## config.mk

```make
export PLATFORM = sky130hd
export DESIGN_NAME = bspline_knot_span_search
export DESIGN_NICKNAME = d
export VERILOG_FILES = /design/src/design/bkss_pkg.sv /design/src/design/bkss_regs.sv /design/src/design/bkss_ctrl.sv /design/src/design/bkss_dp.sv /design/src/design/bspline_knot_span_search.sv
export VERILOG_INCLUDE_DIRS = /design/src /design/src/design
export SDC_FILE = /design/constraint.sdc
export NUM_CORES = 2
export LEC_CHECK = 0
export BUFFER_PORTS_ARGS = -buffer_cell sky130_fd_sc_hd__buf_4
export CORE_UTILIZATION = 45
export CTS_CLUSTER_DIAMETER = 150
export CTS_CLUSTER_SIZE = 20
export DETAILED_ROUTE_END_ITERATION = 7
export PLACE_DENSITY = 0.58
export SKIP_CTS_REPAIR_TIMING = 1
export SLEW_MARGIN = 40
export SYNTH_ARGS = -nofsm -noshare
export SYNTH_HDL_FRONTEND = slang
export SYNTH_SLANG_ARGS = --single-unit
```

## constraint.sdc

```tcl
create_clock -name i_clk -period 5.9 [get_ports i_clk]
set_input_delay 0.59 -clock i_clk [delete_from_list [all_inputs] [get_ports i_clk]]
set_output_delay 0.59 -clock i_clk [all_outputs]
set_load 0.02 [all_outputs]
```

## src/design/bspline_knot_span_search_macros.svh

```systemverilog
// assertion macros for the knot span search block
`ifndef BSPLINE_KNOT_SPAN_SEARCH_MACROS_SVH
`define BSPLINE_KNOT_SPAN_SEARCH_MACROS_SVH

`ifndef SYNTH

// same-cycle implication
`define BKSS_ASSERT_NOW(label, clk, rst_n, ante, cons) \
    label: assert property (@(posedge clk) disable iff (!rst_n) (ante) |-> (cons)) \
        else $error("bkss assertion failed");

// next-cycle implication
`define BKSS_ASSERT_NEXT(label, clk, rst_n, ante, cons) \
    label: assert property (@(posedge clk) disable iff (!rst_n) (ante) |=> (cons)) \
        else $error("bkss assertion failed");

`else

`define BKSS_ASSERT_NOW(label, clk, rst_n, ante, cons)
`define BKSS_ASSERT_NEXT(label, clk, rst_n, ante, cons)

`endif

`endif

```

## src/design/bkss_pkg.sv

```systemverilog
`default_nettype none

package bkss_pkg;

    localparam int MAX_KNOTS  = 64;
    localparam int MAX_DEGREE = 7;

    localparam int IDX_W  = $clog2(MAX_KNOTS);
    localparam int SIDX_W = IDX_W + 2;
    localparam int DEG_W  = 3;
    localparam int KC_W   = 7;
    localparam int DATA_W = 32;
    localparam int APB_W  = 32;
    localparam int ADDR_W = 3;

    localparam logic [DEG_W-1:0] DEGREE_RST     = 3'd3;
    localparam logic [KC_W-1:0]  KNOT_COUNT_RST = 7'd8;

    localparam logic FUNC_LOAD  = 1'b0;
    localparam logic FUNC_QUERY = 1'b1;

    localparam logic REG_DEGREE     = 1'b0;
    localparam logic REG_KNOT_COUNT = 1'b1;

    localparam logic [1:0] RD_N    = 2'd0;
    localparam logic [1:0] RD_P    = 2'd1;
    localparam logic [1:0] RD_MID  = 2'd2;
    localparam logic [1:0] RD_MID1 = 2'd3;

    localparam logic [2:0] SPAN_KEEP  = 3'd0;
    localparam logic [2:0] SPAN_SMALL = 3'd1;
    localparam logic [2:0] SPAN_NM1   = 3'd2;
    localparam logic [2:0] SPAN_P     = 3'd3;
    localparam logic [2:0] SPAN_MID   = 3'd4;

    typedef struct packed {
        logic       wr_en;
        logic       ld;
        logic       rd_en;
        logic [1:0] rd_sel;
        logic       mid_ld;
        logic       init_range;
        logic       hi_dn;
        logic       lo_up;
        logic [2:0] span_sel;
        logic       emit_init;
        logic       emit_step;
    } t_cmd;

    typedef struct packed {
        logic n_le_p;
        logic x_ge_k;
        logic x_le_k;
        logic lo_le_hi;
        logic span_neg;
        logic idx_last;
    } t_stat;

endpackage

`default_nettype wire

```

## src/design/bkss_regs.sv

```systemverilog
`default_nettype none

module bkss_regs (
    input  wire logic                       i_clk,
    input  wire logic                       i_rst_n,
    input  wire logic                       i_psel,
    input  wire logic                       i_penable,
    input  wire logic                       i_pwrite,
    input  wire logic [bkss_pkg::ADDR_W-1:0] i_paddr,
    input  wire logic [bkss_pkg::APB_W-1:0]  i_pwdata,
    output logic      [bkss_pkg::APB_W-1:0]  o_prdata,
    output logic      [bkss_pkg::DEG_W-1:0]  o_degree,
    output logic      [bkss_pkg::KC_W-1:0]   o_knot_count
);
    import bkss_pkg::*;

    logic [DEG_W-1:0] r_degree;
    logic [KC_W-1:0]  r_knot_count;
    logic             w_wr;
    logic             w_sel;

    assign w_wr  = i_psel && i_penable && i_pwrite;
    assign w_sel = i_paddr[ADDR_W-1];

    always_ff @(posedge i_clk) begin
        if (!i_rst_n) begin
            r_degree     <= DEGREE_RST;
            r_knot_count <= KNOT_COUNT_RST;
        end else if (w_wr) begin
            case (w_sel)
                REG_DEGREE:     r_degree     <= i_pwdata[DEG_W-1:0];
                REG_KNOT_COUNT: r_knot_count <= i_pwdata[KC_W-1:0];
                default:        r_degree     <= r_degree;
            endcase
        end
    end

    always_comb begin
        case (w_sel)
            REG_DEGREE:     o_prdata = APB_W'(r_degree);
            REG_KNOT_COUNT: o_prdata = APB_W'(r_knot_count);
            default:        o_prdata = '0;
        endcase
    end

    assign o_degree     = r_degree;
    assign o_knot_count = r_knot_count;

endmodule

`default_nettype wire

```

## src/design/bkss_ctrl.sv

```systemverilog
`default_nettype none

module bkss_ctrl (
    input  wire logic            i_clk,
    input  wire logic            i_rst_n,
    input  wire logic            i_start,
    input  wire logic            i_func,
    input  wire bkss_pkg::t_stat i_stat,
    output bkss_pkg::t_cmd       o_cmd,
    output logic                 o_busy,
    output logic                 o_valid
);
    import bkss_pkg::*;

    localparam logic [3:0] S_IDLE      = 4'd0;
    localparam logic [3:0] S_PREP      = 4'd1;
    localparam logic [3:0] S_CMP_N     = 4'd2;
    localparam logic [3:0] S_CMP_P     = 4'd3;
    localparam logic [3:0] S_MID       = 4'd4;
    localparam logic [3:0] S_CMP_MID   = 4'd5;
    localparam logic [3:0] S_CMP_MID1  = 4'd6;
    localparam logic [3:0] S_EMIT_INIT = 4'd7;
    localparam logic [3:0] S_EMIT      = 4'd8;

    logic [3:0] r_state;
    logic [3:0] n_state;

    always_ff @(posedge i_clk) begin
        if (!i_rst_n) begin
            r_state <= S_IDLE;
        end else begin
            r_state <= n_state;
        end
    end

    always_comb begin
        n_state = r_state;
        o_cmd   = '0;
        case (r_state)
            S_IDLE: begin
                if (i_start && i_func == FUNC_LOAD) begin
                    o_cmd.wr_en = 1'b1;
                end else if (i_start && i_func == FUNC_QUERY) begin
                    o_cmd.ld = 1'b1;
                    n_state  = S_PREP;
                end
            end
            S_PREP: begin
                if (i_stat.n_le_p) begin
                    o_cmd.span_sel = SPAN_SMALL;
                    n_state        = S_EMIT_INIT;
                end else begin
                    o_cmd.rd_en  = 1'b1;
                    o_cmd.rd_sel = RD_N;
                    n_state      = S_CMP_N;
                end
            end
            S_CMP_N: begin
                if (i_stat.x_ge_k) begin
                    o_cmd.span_sel = SPAN_NM1;
                    n_state        = S_EMIT_INIT;
                end else begin
                    o_cmd.rd_en  = 1'b1;
                    o_cmd.rd_sel = RD_P;
                    n_state      = S_CMP_P;
                end
            end
            S_CMP_P: begin
                if (i_stat.x_le_k) begin
                    o_cmd.span_sel = SPAN_P;
                    n_state        = S_EMIT_INIT;
                end else begin
                    o_cmd.init_range = 1'b1;
                    n_state          = S_MID;
                end
            end
            S_MID: begin
                if (i_stat.lo_le_hi) begin
                    o_cmd.rd_en  = 1'b1;
                    o_cmd.rd_sel = RD_MID;
                    o_cmd.mid_ld = 1'b1;
                    n_state      = S_CMP_MID;
                end else begin
                    o_cmd.span_sel = SPAN_P;
                    n_state        = S_EMIT_INIT;
                end
            end
            S_CMP_MID: begin
                if (!i_stat.x_ge_k) begin
                    o_cmd.hi_dn = 1'b1;
                    n_state     = S_MID;
                end else begin
                    o_cmd.rd_en  = 1'b1;
                    o_cmd.rd_sel = RD_MID1;
                    n_state      = S_CMP_MID1;
                end
            end
            S_CMP_MID1: begin
                if (i_stat.x_ge_k) begin
                    o_cmd.lo_up = 1'b1;
                    n_state     = S_MID;
                end else begin
                    o_cmd.span_sel = SPAN_MID;
                    n_state        = S_EMIT_INIT;
                end
            end
            S_EMIT_INIT: begin
                o_cmd.emit_init = 1'b1;
                n_state = i_stat.span_neg ? S_IDLE : S_EMIT;
            end
            S_EMIT: begin
                o_cmd.emit_step = 1'b1;
                if (i_stat.idx_last) begin
                    n_state = S_IDLE;
                end
            end
            default: begin
                n_state = S_IDLE;
            end
        endcase
    end

    assign o_busy  = (r_state != S_IDLE);
    assign o_valid = (r_state == S_EMIT);

endmodule

`default_nettype wire

```

## src/design/bkss_dp.sv

```systemverilog
`default_nettype none

module bkss_dp (
    input  wire logic                             i_clk,
    input  wire bkss_pkg::t_cmd                   i_cmd,
    input  wire logic        [bkss_pkg::IDX_W-1:0]  i_knot_index,
    input  wire logic signed [bkss_pkg::DATA_W-1:0] i_knot_value,
    input  wire logic signed [bkss_pkg::DATA_W-1:0] i_x,
    input  wire logic        [bkss_pkg::DEG_W-1:0]  i_degree,
    input  wire logic        [bkss_pkg::KC_W-1:0]   i_knot_count,
    output bkss_pkg::t_stat                       o_stat,
    output logic             [bkss_pkg::IDX_W-1:0]  o_basis_index,
    output logic             [bkss_pkg::IDX_W-1:0]  o_span,
    output logic                                  o_last
);
    import bkss_pkg::*;

    logic        [DATA_W-1:0] r_mem [MAX_KNOTS];
    logic signed [DATA_W-1:0] r_rdata;
    logic signed [DATA_W-1:0] r_x;
    logic        [DEG_W-1:0]  r_p;
    logic        [KC_W-1:0]   r_m;
    logic signed [SIDX_W-1:0] r_lo;
    logic signed [SIDX_W-1:0] r_hi;
    logic signed [SIDX_W-1:0] r_mid;
    logic signed [SIDX_W-1:0] r_span;
    logic        [IDX_W-1:0]  r_idx;

    logic signed [SIDX_W-1:0] w_p;
    logic signed [SIDX_W-1:0] w_n;
    logic signed [SIDX_W-1:0] w_mm1;
    logic signed [SIDX_W:0]   w_sum;
    logic signed [SIDX_W-1:0] w_mid;
    logic signed [SIDX_W-1:0] w_mid1;
    logic        [IDX_W-1:0]  w_rd_addr;
    logic signed [SIDX_W-1:0] w_span_nxt;
    logic        [DEG_W-1:0]  w_deg_sat;
    logic        [KC_W-1:0]   w_kc_sat;

    // saturate configuration to the table limits
    assign w_deg_sat = (i_degree > DEG_W'(MAX_DEGREE)) ? DEG_W'(MAX_DEGREE) : i_degree;
    assign w_kc_sat  = (i_knot_count > KC_W'(MAX_KNOTS)) ? KC_W'(MAX_KNOTS) : i_knot_count;

    assign w_p    = SIDX_W'(r_p);
    assign w_mm1  = SIDX_W'(r_m) - SIDX_W'(1);
    assign w_n    = w_mm1 - w_p;
    assign w_sum  = {r_lo[SIDX_W-1], r_lo} + {r_hi[SIDX_W-1], r_hi};
    assign w_mid  = w_sum[SIDX_W:1];
    assign w_mid1 = r_mid + SIDX_W'(1);

    always_comb begin
        case (i_cmd.rd_sel)
            RD_N:    w_rd_addr = w_n[IDX_W-1:0];
            RD_P:    w_rd_addr = IDX_W'(r_p);
            RD_MID:  w_rd_addr = w_mid[IDX_W-1:0];
            RD_MID1: w_rd_addr = w_mid1[IDX_W-1:0];
            default: w_rd_addr = '0;
        endcase
    end

    always_ff @(posedge i_clk) begin
        if (i_cmd.wr_en) begin
            r_mem[i_knot_index] <= i_knot_value;
        end
        if (i_cmd.rd_en) begin
            r_rdata <= r_mem[w_rd_addr];
        end
    end

    always_comb begin
        case (i_cmd.span_sel)
            SPAN_SMALL: w_span_nxt = (w_mm1 < w_p) ? w_mm1 : w_p;
            SPAN_NM1:   w_span_nxt = w_n - SIDX_W'(1);
            SPAN_P:     w_span_nxt = w_p;
            SPAN_MID:   w_span_nxt = r_mid;
            default:    w_span_nxt = r_span;
        endcase
    end

    always_ff @(posedge i_clk) begin
        if (i_cmd.ld) begin
            r_x <= i_x;
            r_p <= w_deg_sat;
            r_m <= w_kc_sat;
        end
        if (i_cmd.mid_ld) begin
            r_mid <= w_mid;
        end
        if (i_cmd.init_range) begin
            r_lo <= w_p;
            r_hi <= w_n - SIDX_W'(1);
        end else if (i_cmd.hi_dn) begin
            r_hi <= r_mid - SIDX_W'(1);
        end else if (i_cmd.lo_up) begin
            r_lo <= w_mid1;
        end
        r_span <= w_span_nxt;
        if (i_cmd.emit_init) begin
            r_idx <= (r_span >= w_p) ? (r_span[IDX_W-1:0] - IDX_W'(r_p)) : '0;
        end else if (i_cmd.emit_step) begin
            r_idx <= r_idx + IDX_W'(1);
        end
    end

    assign o_stat.n_le_p   = (w_n <= w_p);
    assign o_stat.x_ge_k   = (r_x >= r_rdata);
    assign o_stat.x_le_k   = (r_x <= r_rdata);
    assign o_stat.lo_le_hi = (r_lo <= r_hi);
    assign o_stat.span_neg = r_span[SIDX_W-1];
    assign o_stat.idx_last = (r_idx == r_span[IDX_W-1:0]);

    assign o_basis_index = r_idx;
    assign o_span        = r_span[IDX_W-1:0];
    assign o_last        = (r_idx == r_span[IDX_W-1:0]);

endmodule

`default_nettype wire

```

## src/design/bspline_knot_span_search.sv

```systemverilog
// B-spline knot span search over a writable table of signed Q16.16 knots.
// Items enter on start while busy is low. A load (func 0) writes knot_value
// at knot_index in the accepting cycle; busy stays low and there is no result.
// A query (func 1) raises busy, locates the knot span of x for the configured
// degree p and then emits beats on o_valid, one per cycle: basis indices
// span-p .. span in increasing order, each with the span, o_last on the final
// beat. Indices below 0 are dropped; with knot_count zero a query
// gives no beat. busy falls in the cycle after the last beat.
// Query steps: a setup state, up to two end checks, then bisection steps that
// read the knot at mid and, if needed, at mid+1, and a last range check if the
// range runs empty, all bound by the single read port of the knot memory, then
// an emit setup state before the first beat and at most p+1 beats.
// degree and knot_count are written over the APB port at 0x0 and 0x4; the
// user must write them only while the block is idle, which the block itself
// does not enforce. Synchronous reset returns to idle with degree 3 and
// knot_count 8; the knot table is not cleared and must be loaded before use.
// Results cannot be stalled: each beat is valid for one cycle only.
`default_nettype none

`include "bspline_knot_span_search_macros.svh"

module bspline_knot_span_search (
    input  wire logic                              i_clk,
    input  wire logic                              i_rst_n,
    input  wire logic                              start,
    output logic                                   busy,
    input  wire logic                              i_func,
    input  wire logic        [bkss_pkg::IDX_W-1:0]  i_knot_index,
    input  wire logic signed [bkss_pkg::DATA_W-1:0] i_knot_value,
    input  wire logic signed [bkss_pkg::DATA_W-1:0] i_x,
    output logic                                   o_valid,
    output logic             [bkss_pkg::IDX_W-1:0]  o_basis_index,
    output logic             [bkss_pkg::IDX_W-1:0]  o_span,
    output logic                                   o_last,
    input  wire logic                              psel,
    input  wire logic                              penable,
    input  wire logic                              pwrite,
    input  wire logic        [bkss_pkg::ADDR_W-1:0] paddr,
    input  wire logic        [bkss_pkg::APB_W-1:0]  pwdata,
    output logic             [bkss_pkg::APB_W-1:0]  prdata,
    output logic                                   pready
);
    import bkss_pkg::*;

    t_cmd             w_cmd;
    t_stat            w_stat;
    logic [DEG_W-1:0] w_degree;
    logic [KC_W-1:0]  w_knot_count;

    assign pready = 1'b1;

    bkss_regs u_regs (
        .i_clk        (i_clk),
        .i_rst_n      (i_rst_n),
        .i_psel       (psel),
        .i_penable    (penable),
        .i_pwrite     (pwrite),
        .i_paddr      (paddr),
        .i_pwdata     (pwdata),
        .o_prdata     (prdata),
        .o_degree     (w_degree),
        .o_knot_count (w_knot_count)
    );

    bkss_ctrl u_ctrl (
        .i_clk   (i_clk),
        .i_rst_n (i_rst_n),
        .i_start (start),
        .i_func  (i_func),
        .i_stat  (w_stat),
        .o_cmd   (w_cmd),
        .o_busy  (busy),
        .o_valid (o_valid)
    );

    bkss_dp u_dp (
        .i_clk         (i_clk),
        .i_cmd         (w_cmd),
        .i_knot_index  (i_knot_index),
        .i_knot_value  (i_knot_value),
        .i_x           (i_x),
        .i_degree      (w_degree),
        .i_knot_count  (w_knot_count),
        .o_stat        (w_stat),
        .o_basis_index (o_basis_index),
        .o_span        (o_span),
        .o_last        (o_last)
    );

    `BKSS_ASSERT_NOW(a_valid_busy, i_clk, i_rst_n, o_valid, busy)
    `BKSS_ASSERT_NEXT(a_query_busy, i_clk, i_rst_n, start && !busy && i_func == FUNC_QUERY, busy)
    `BKSS_ASSERT_NEXT(a_last_ends, i_clk, i_rst_n, o_valid && o_last, !o_valid && !busy)
    `BKSS_ASSERT_NEXT(a_idx_step, i_clk, i_rst_n, o_valid && !o_last,
                      o_valid && (o_basis_index == $past(o_basis_index) + IDX_W'(1)))
    `BKSS_ASSERT_NOW(a_idx_le_span, i_clk, i_rst_n, o_valid, o_basis_index <= o_span)

endmodule

`default_nettype wire
```

==> impl_metrics.xml <==
<?xml version="1.0" encoding="UTF-8"?>
<metrics>
  <group name="clock_tree">
    <metric name="ctsHtreeMaxLevel" unit="">3</metric>
    <metric name="cts-root-buf" unit="">clkbuf_16</metric>
    <metric name="cts_buffer_depth" unit="">3</metric>
    <metric name="cts_tree" unit="">built</metric>
    <metric name="clkTransAtPathRegs" unit="ps">80</metric>
    <metric name="cts_inserted_buffers" unit="">118</metric>
    <metric name="cts.sinks" unit="">2174</metric>
    <metric name="worst_skew_pair.late_latency" unit="ps">800</metric>
  </group>
  <group name="route">
    <metric name="vias" unit="">55938</metric>
    <metric name="wl_met3" unit="um">25600</metric>
    <metric name="wl_met2" unit="um">128000</metric>
    <metric name="drt-initial-drc-count" unit="">7476</metric>
    <metric name="ant_nets" unit="">0</metric>
    <metric name="met1Wirelength" unit="um">112000</metric>
    <metric name="postRouteWirelength" unit="um">275000</metric>
    <metric name="routedWlPerCell" unit="um">30.5</metric>
    <metric name="drtPass1Iterations" unit="">6</metric>
    <metric name="drc" unit="">0</metric>
    <metric name="viasPerCell" unit="">6.20</metric>
    <metric name="highest_layer" unit="">met5</metric>
  </group>
  <group name="setup_path">
    <metric name="cp_data_required_time" unit="ps">6450</metric>
    <metric name="critical_path.max_stage_delay" unit="ps">540</metric>
    <metric name="crit-reg2reg-launch" unit="">u_dp.r_rdata[10]</metric>
    <metric name="worstPathArrival" unit="ps">6410</metric>
    <metric name="reg2reg_to" unit="">u_dp.r_rdata[7]</metric>
    <metric name="path_depth" unit="">21</metric>
    <metric name="critical-path-top-delay-family" unit="">compound AO/OA/AOI/OAI gates</metric>
    <metric name="timing.critical_path.from_type" unit="">flop</metric>
    <metric name="rr_worst_depth" unit="">21</metric>
    <metric name="regToRegSetupSlack" unit="ps">50</metric>
    <metric name="worst_path_cell_with_the_longest_stage_delay" unit="">edfxtp_1</metric>
    <metric name="worst_setup_path_startpoint" unit="">u_dp.r_rdata[10]</metric>
    <metric name="critical_path.n_buffers_inverters" unit="">7</metric>
    <metric name="critPathCaptureType" unit="">flop</metric>
    <metric name="path_class" unit="">flop to flop</metric>
    <metric name="critical_path.max_fanout" unit="">38</metric>
    <metric name="critical_path.cell_chain" unit="">inv_1 -&gt; ha_1 -&gt; nand4_1 -&gt; nor2_1 -&gt; a221o_1 -&gt; o31ai_2 -&gt; buf_4 -&gt; a2111oi_4 -&gt; nor2_2 -&gt; nand2_1 -&gt; o311a_4 -&gt; buf_12 -&gt; buf_4 -&gt; nand2_4 -&gt; buf_4 -&gt; buf_12 -&gt; o221ai_1 -&gt; a221oi_1 -&gt; o32a_1 -&gt; nor4_1 -&gt; buf_4</metric>
    <metric name="crit_end" unit="">u_dp.r_rdata[7]</metric>
    <metric name="critPathMostFrequentCell" unit="">buf_4</metric>
  </group>
  <group name="die">
    <metric name="die_area" unit="um^2">196000</metric>
    <metric name="top_level_ports" unit="">160</metric>
    <metric name="die_h" unit="um">443</metric>
    <metric name="floorplan.rows" unit="">161</metric>
    <metric name="dieWidth" unit="um">443</metric>
    <metric name="start_util" unit="%">45.4</metric>
    <metric name="core_region_area" unit="um^2">193000</metric>
  </group>
  <group name="status">
    <metric name="run_status" unit="">complete, no violations</metric>
  </group>
  <group name="sta">
    <metric name="finalSetupViolations" unit="">0</metric>
    <metric name="post-route-min-period" unit="ps">5850</metric>
    <metric name="finalClockSkew" unit="ps">33.7</metric>
    <metric name="peak_clock_frequency_supported_by_timing" unit="MHz">171</metric>
    <metric name="timing.hold.ws" unit="ps">13.7</metric>
    <metric name="worst_margin_pin_slew" unit="ps">864</metric>
    <metric name="finalHoldViolCount" unit="">0</metric>
    <metric name="layout_setup_ws" unit="ps">46.9</metric>
    <metric name="post-route-period-util" unit="%">99.2</metric>
    <metric name="max_slew_headroom" unit="%">42.0</metric>
    <metric name="final-max-slew-violation-count" unit="">0</metric>
  </group>
  <group name="power">
    <metric name="share_comb_of_total_power" unit="%">41.3</metric>
    <metric name="power.switching_fraction" unit="%">38.8</metric>
    <metric name="cellInternalPower" unit="mW">27.1</metric>
    <metric name="power.static_leakage" unit="nW">33.1</metric>
    <metric name="power.net_switching" unit="mW">17.2</metric>
    <metric name="seq_power_share" unit="%">39.6</metric>
    <metric name="power_per_cell_area" unit="nW/um^2">451</metric>
    <metric name="power.clock.fraction" unit="%">19.1</metric>
    <metric name="worst_ir_drop_vdd" unit="mV">0.348</metric>
  </group>
  <group name="placed_design">
    <metric name="place_worst_setup_slack" unit="ps">-31.6</metric>
    <metric name="gp_routability_congestion" unit="">0.875</metric>
    <metric name="dpl.hpwl" unit="um">170000</metric>
    <metric name="port_buffers" unit="">106</metric>
    <metric name="placed_cells_incl_taps" unit="">8823</metric>
    <metric name="placed_area" unit="um^2">94400</metric>
  </group>
  <group name="cells_and_area">
    <metric name="area_delta_synth_final" unit="%">12.3</metric>
    <metric name="final_common_cell" unit="">edfxtp_1</metric>
    <metric name="design_area" unit="um^2">98200</metric>
    <metric name="final_net_count" unit="">6653</metric>
    <metric name="commonest_non_fill_non_tap_cells_in_the_layout" unit="">2155 x edfxtp_1, 1305 x nand2_1, 551 x a21oi_1</metric>
    <metric name="layoutNonFillerInstCount" unit="">9023</metric>
    <metric name="fillCellCount" unit="">16036</metric>
    <metric name="final_core_utilization" unit="%">51.0</metric>
    <metric name="post_route_cells_drive_above_1_share" unit="%">12.9</metric>
  </group>
  <group name="yosys">
    <metric name="synth_top_area_share" unit="%">74.0</metric>
    <metric name="ys_seq_elements" unit="">2174</metric>
    <metric name="synth_seq_area_share" unit="%">74.4</metric>
    <metric name="synth_area_leaders" unit="">edfxtp_1 74%, nand2_1 5.7%, a21oi_1 3.2%</metric>
    <metric name="yosys_warnings" unit="">0</metric>
    <metric name="synthArstFlopShare" unit="%">0</metric>
    <metric name="synth_ff_type" unit="">edfxtp_1</metric>
    <metric name="synth_area_leader_cell" unit="">edfxtp_1</metric>
    <metric name="synthCells" unit="">6148</metric>
    <metric name="netlist_area" unit="um^2">87500</metric>
    <metric name="synthesis.area_per_instance" unit="um^2">14.2</metric>
    <metric name="number_of_synthesized_flops_with_an_enable_pin" unit="">2155</metric>
    <metric name="yosys.cell_types.count" unit="">84</metric>
  </group>
  <group name="global_route">
    <metric name="grt_start_max_net_pins" unit="">102</metric>
    <metric name="grt_use_total" unit="%">27.3</metric>
    <metric name="vias_in_the_first_global_route" unit="">51587</metric>
    <metric name="global_route_wire_length_before_repair" unit="um">385000</metric>
    <metric name="grt_antenna_before_repair" unit="">22</metric>
    <metric name="grt-ovfl-total" unit="">0</metric>
  </group>
  <group name="worst_hold_path">
    <metric name="holdCritPathClass" unit="">input port to flop</metric>
  </group>
  <group name="job">
    <metric name="drv_cap" unit="">0</metric>
  </group>
</metrics>
[through the flow]
stage	TNS, ps	power (mW)
after global placement	-35.9	35.4
after detailed placement	-66.6	35.5
final	0	44.3
after CTS	-136	43.8
after global routing	-6.90	45.7
after floorplan	0	26.6
[flip-flops by register name, indices dropped and copies added, names as in the netlist]
signal               flops
u_dp.r_rdata            32
u_regs.o_degree          3
u_ctrl.r_state           4
u_dp.r_x                32
u_dp.r_hi                8
u_dp.r_mid               8
u_dp.r_span              8
u_dp.r_m                 7
u_dp.r_mem            2048
u_dp.r_lo                8
u_regs.o_knot_count      7
u_dp.r_p                 3
u_dp.o_basis_index       6
[layout make-up]
class / instances / area (um^2) / area share (%)
flip-flops and latches: 2174 / 65100 / 66.3
multi-input cells: 3509 / 20800 / 21.2
clock buffers: 132 / 3050 / 3.10
diodes: 5 / 12.5 / 0.0127
clock inverters: 5 / 51.3 / 0.0522
well taps: 2526 / 3160 / 3.22
inverters: 70 / 263 / 0.267
repair buffers: 602 / 5770 / 5.87
[power by group through the flow]
stage | registers, mW | logic, mW | clock network (mW)
2_1_floorplan | 17.8 | 8.79 | 0
3_3_place_gp | 17.9 | 17.6 | 0
3_5_place_dp | 17.9 | 17.7 | 0
4_1_cts | 17.5 | 17.7 | 8.58
5_1_grt | 17.5 | 19.1 | 9.03
6_report | 17.5 | 18.3 | 8.46
[kinds of logic after synthesis]
group	Yosys count	synth area share, %
fa+ha+maj	67	0.981
other cells	2	0.00859
flops	2174	74.4
xor+xnor	49	0.491
simple gates	1824	8.82
buf+inv	491	2.72
compound gates	1351	10.2
mux	190	2.41
[worst min-delay path by stage]
stage	start	to	cells after the start
3_3_place_gp	u_regs.o_degree[2]	u_dp.r_p[2]	0
4_1_cts	i_x[8]	u_dp.r_x[8]	1
6_report	pwdata[3]	u_regs.o_knot_count[3]	3
3_5_place_dp	u_regs.o_degree[2]	u_dp.r_p[2]	0
2_1_floorplan	u_regs.o_knot_count[3]	u_regs.o_knot_count[3]	2
5_1_grt	i_x[3]	u_dp.r_x[3]	1
[metal layers]
metal  global-route usage [%]  vias up
li1                         -    23941
met3                     4.51      395
met1                     38.5    28805
met2                     43.1     2791
met4                     9.04        6
met5                        0        -
[synthesized netlist by cell type (32+ instances only)]
library cell / number
a21oi_1: 552
o22ai_1: 106
nor2_1: 134
nand3_1: 72
a31oi_1: 107
buf_4: 66
a32oi_1: 67
edfxtp_1: 2155
nor3_1: 44
nor4_1: 32
ha_1: 63
a221oi_1: 38
a22oi_1: 105
a2111oi_0: 75
o21ai_0: 44
clkbuf_1: 135
mux2i_1: 171
a211oi_1: 84
inv_1: 70
buf_1: 35
buf_2: 177
and3_1: 127
nand2_1: 1319
[worst reg2reg max path, stage by stage (launching register included)]
cell	delay [ps]
edfxtp_1	540
inv_1	100
ha_1	300
nand4_1	150
nor2_1	90
a221o_1	340
o31ai_2	340
buf_4	200
a2111oi_4	70
nor2_2	280
nand2_1	200
o311a_4	420
buf_12	180
buf_4	170
nand2_4	180
buf_4	310
buf_12	350
o221ai_1	220
a221oi_1	530
o32a_1	350
nor4_1	100
buf_4	190
Note: power is estimated with default switching activity, not from simulation.
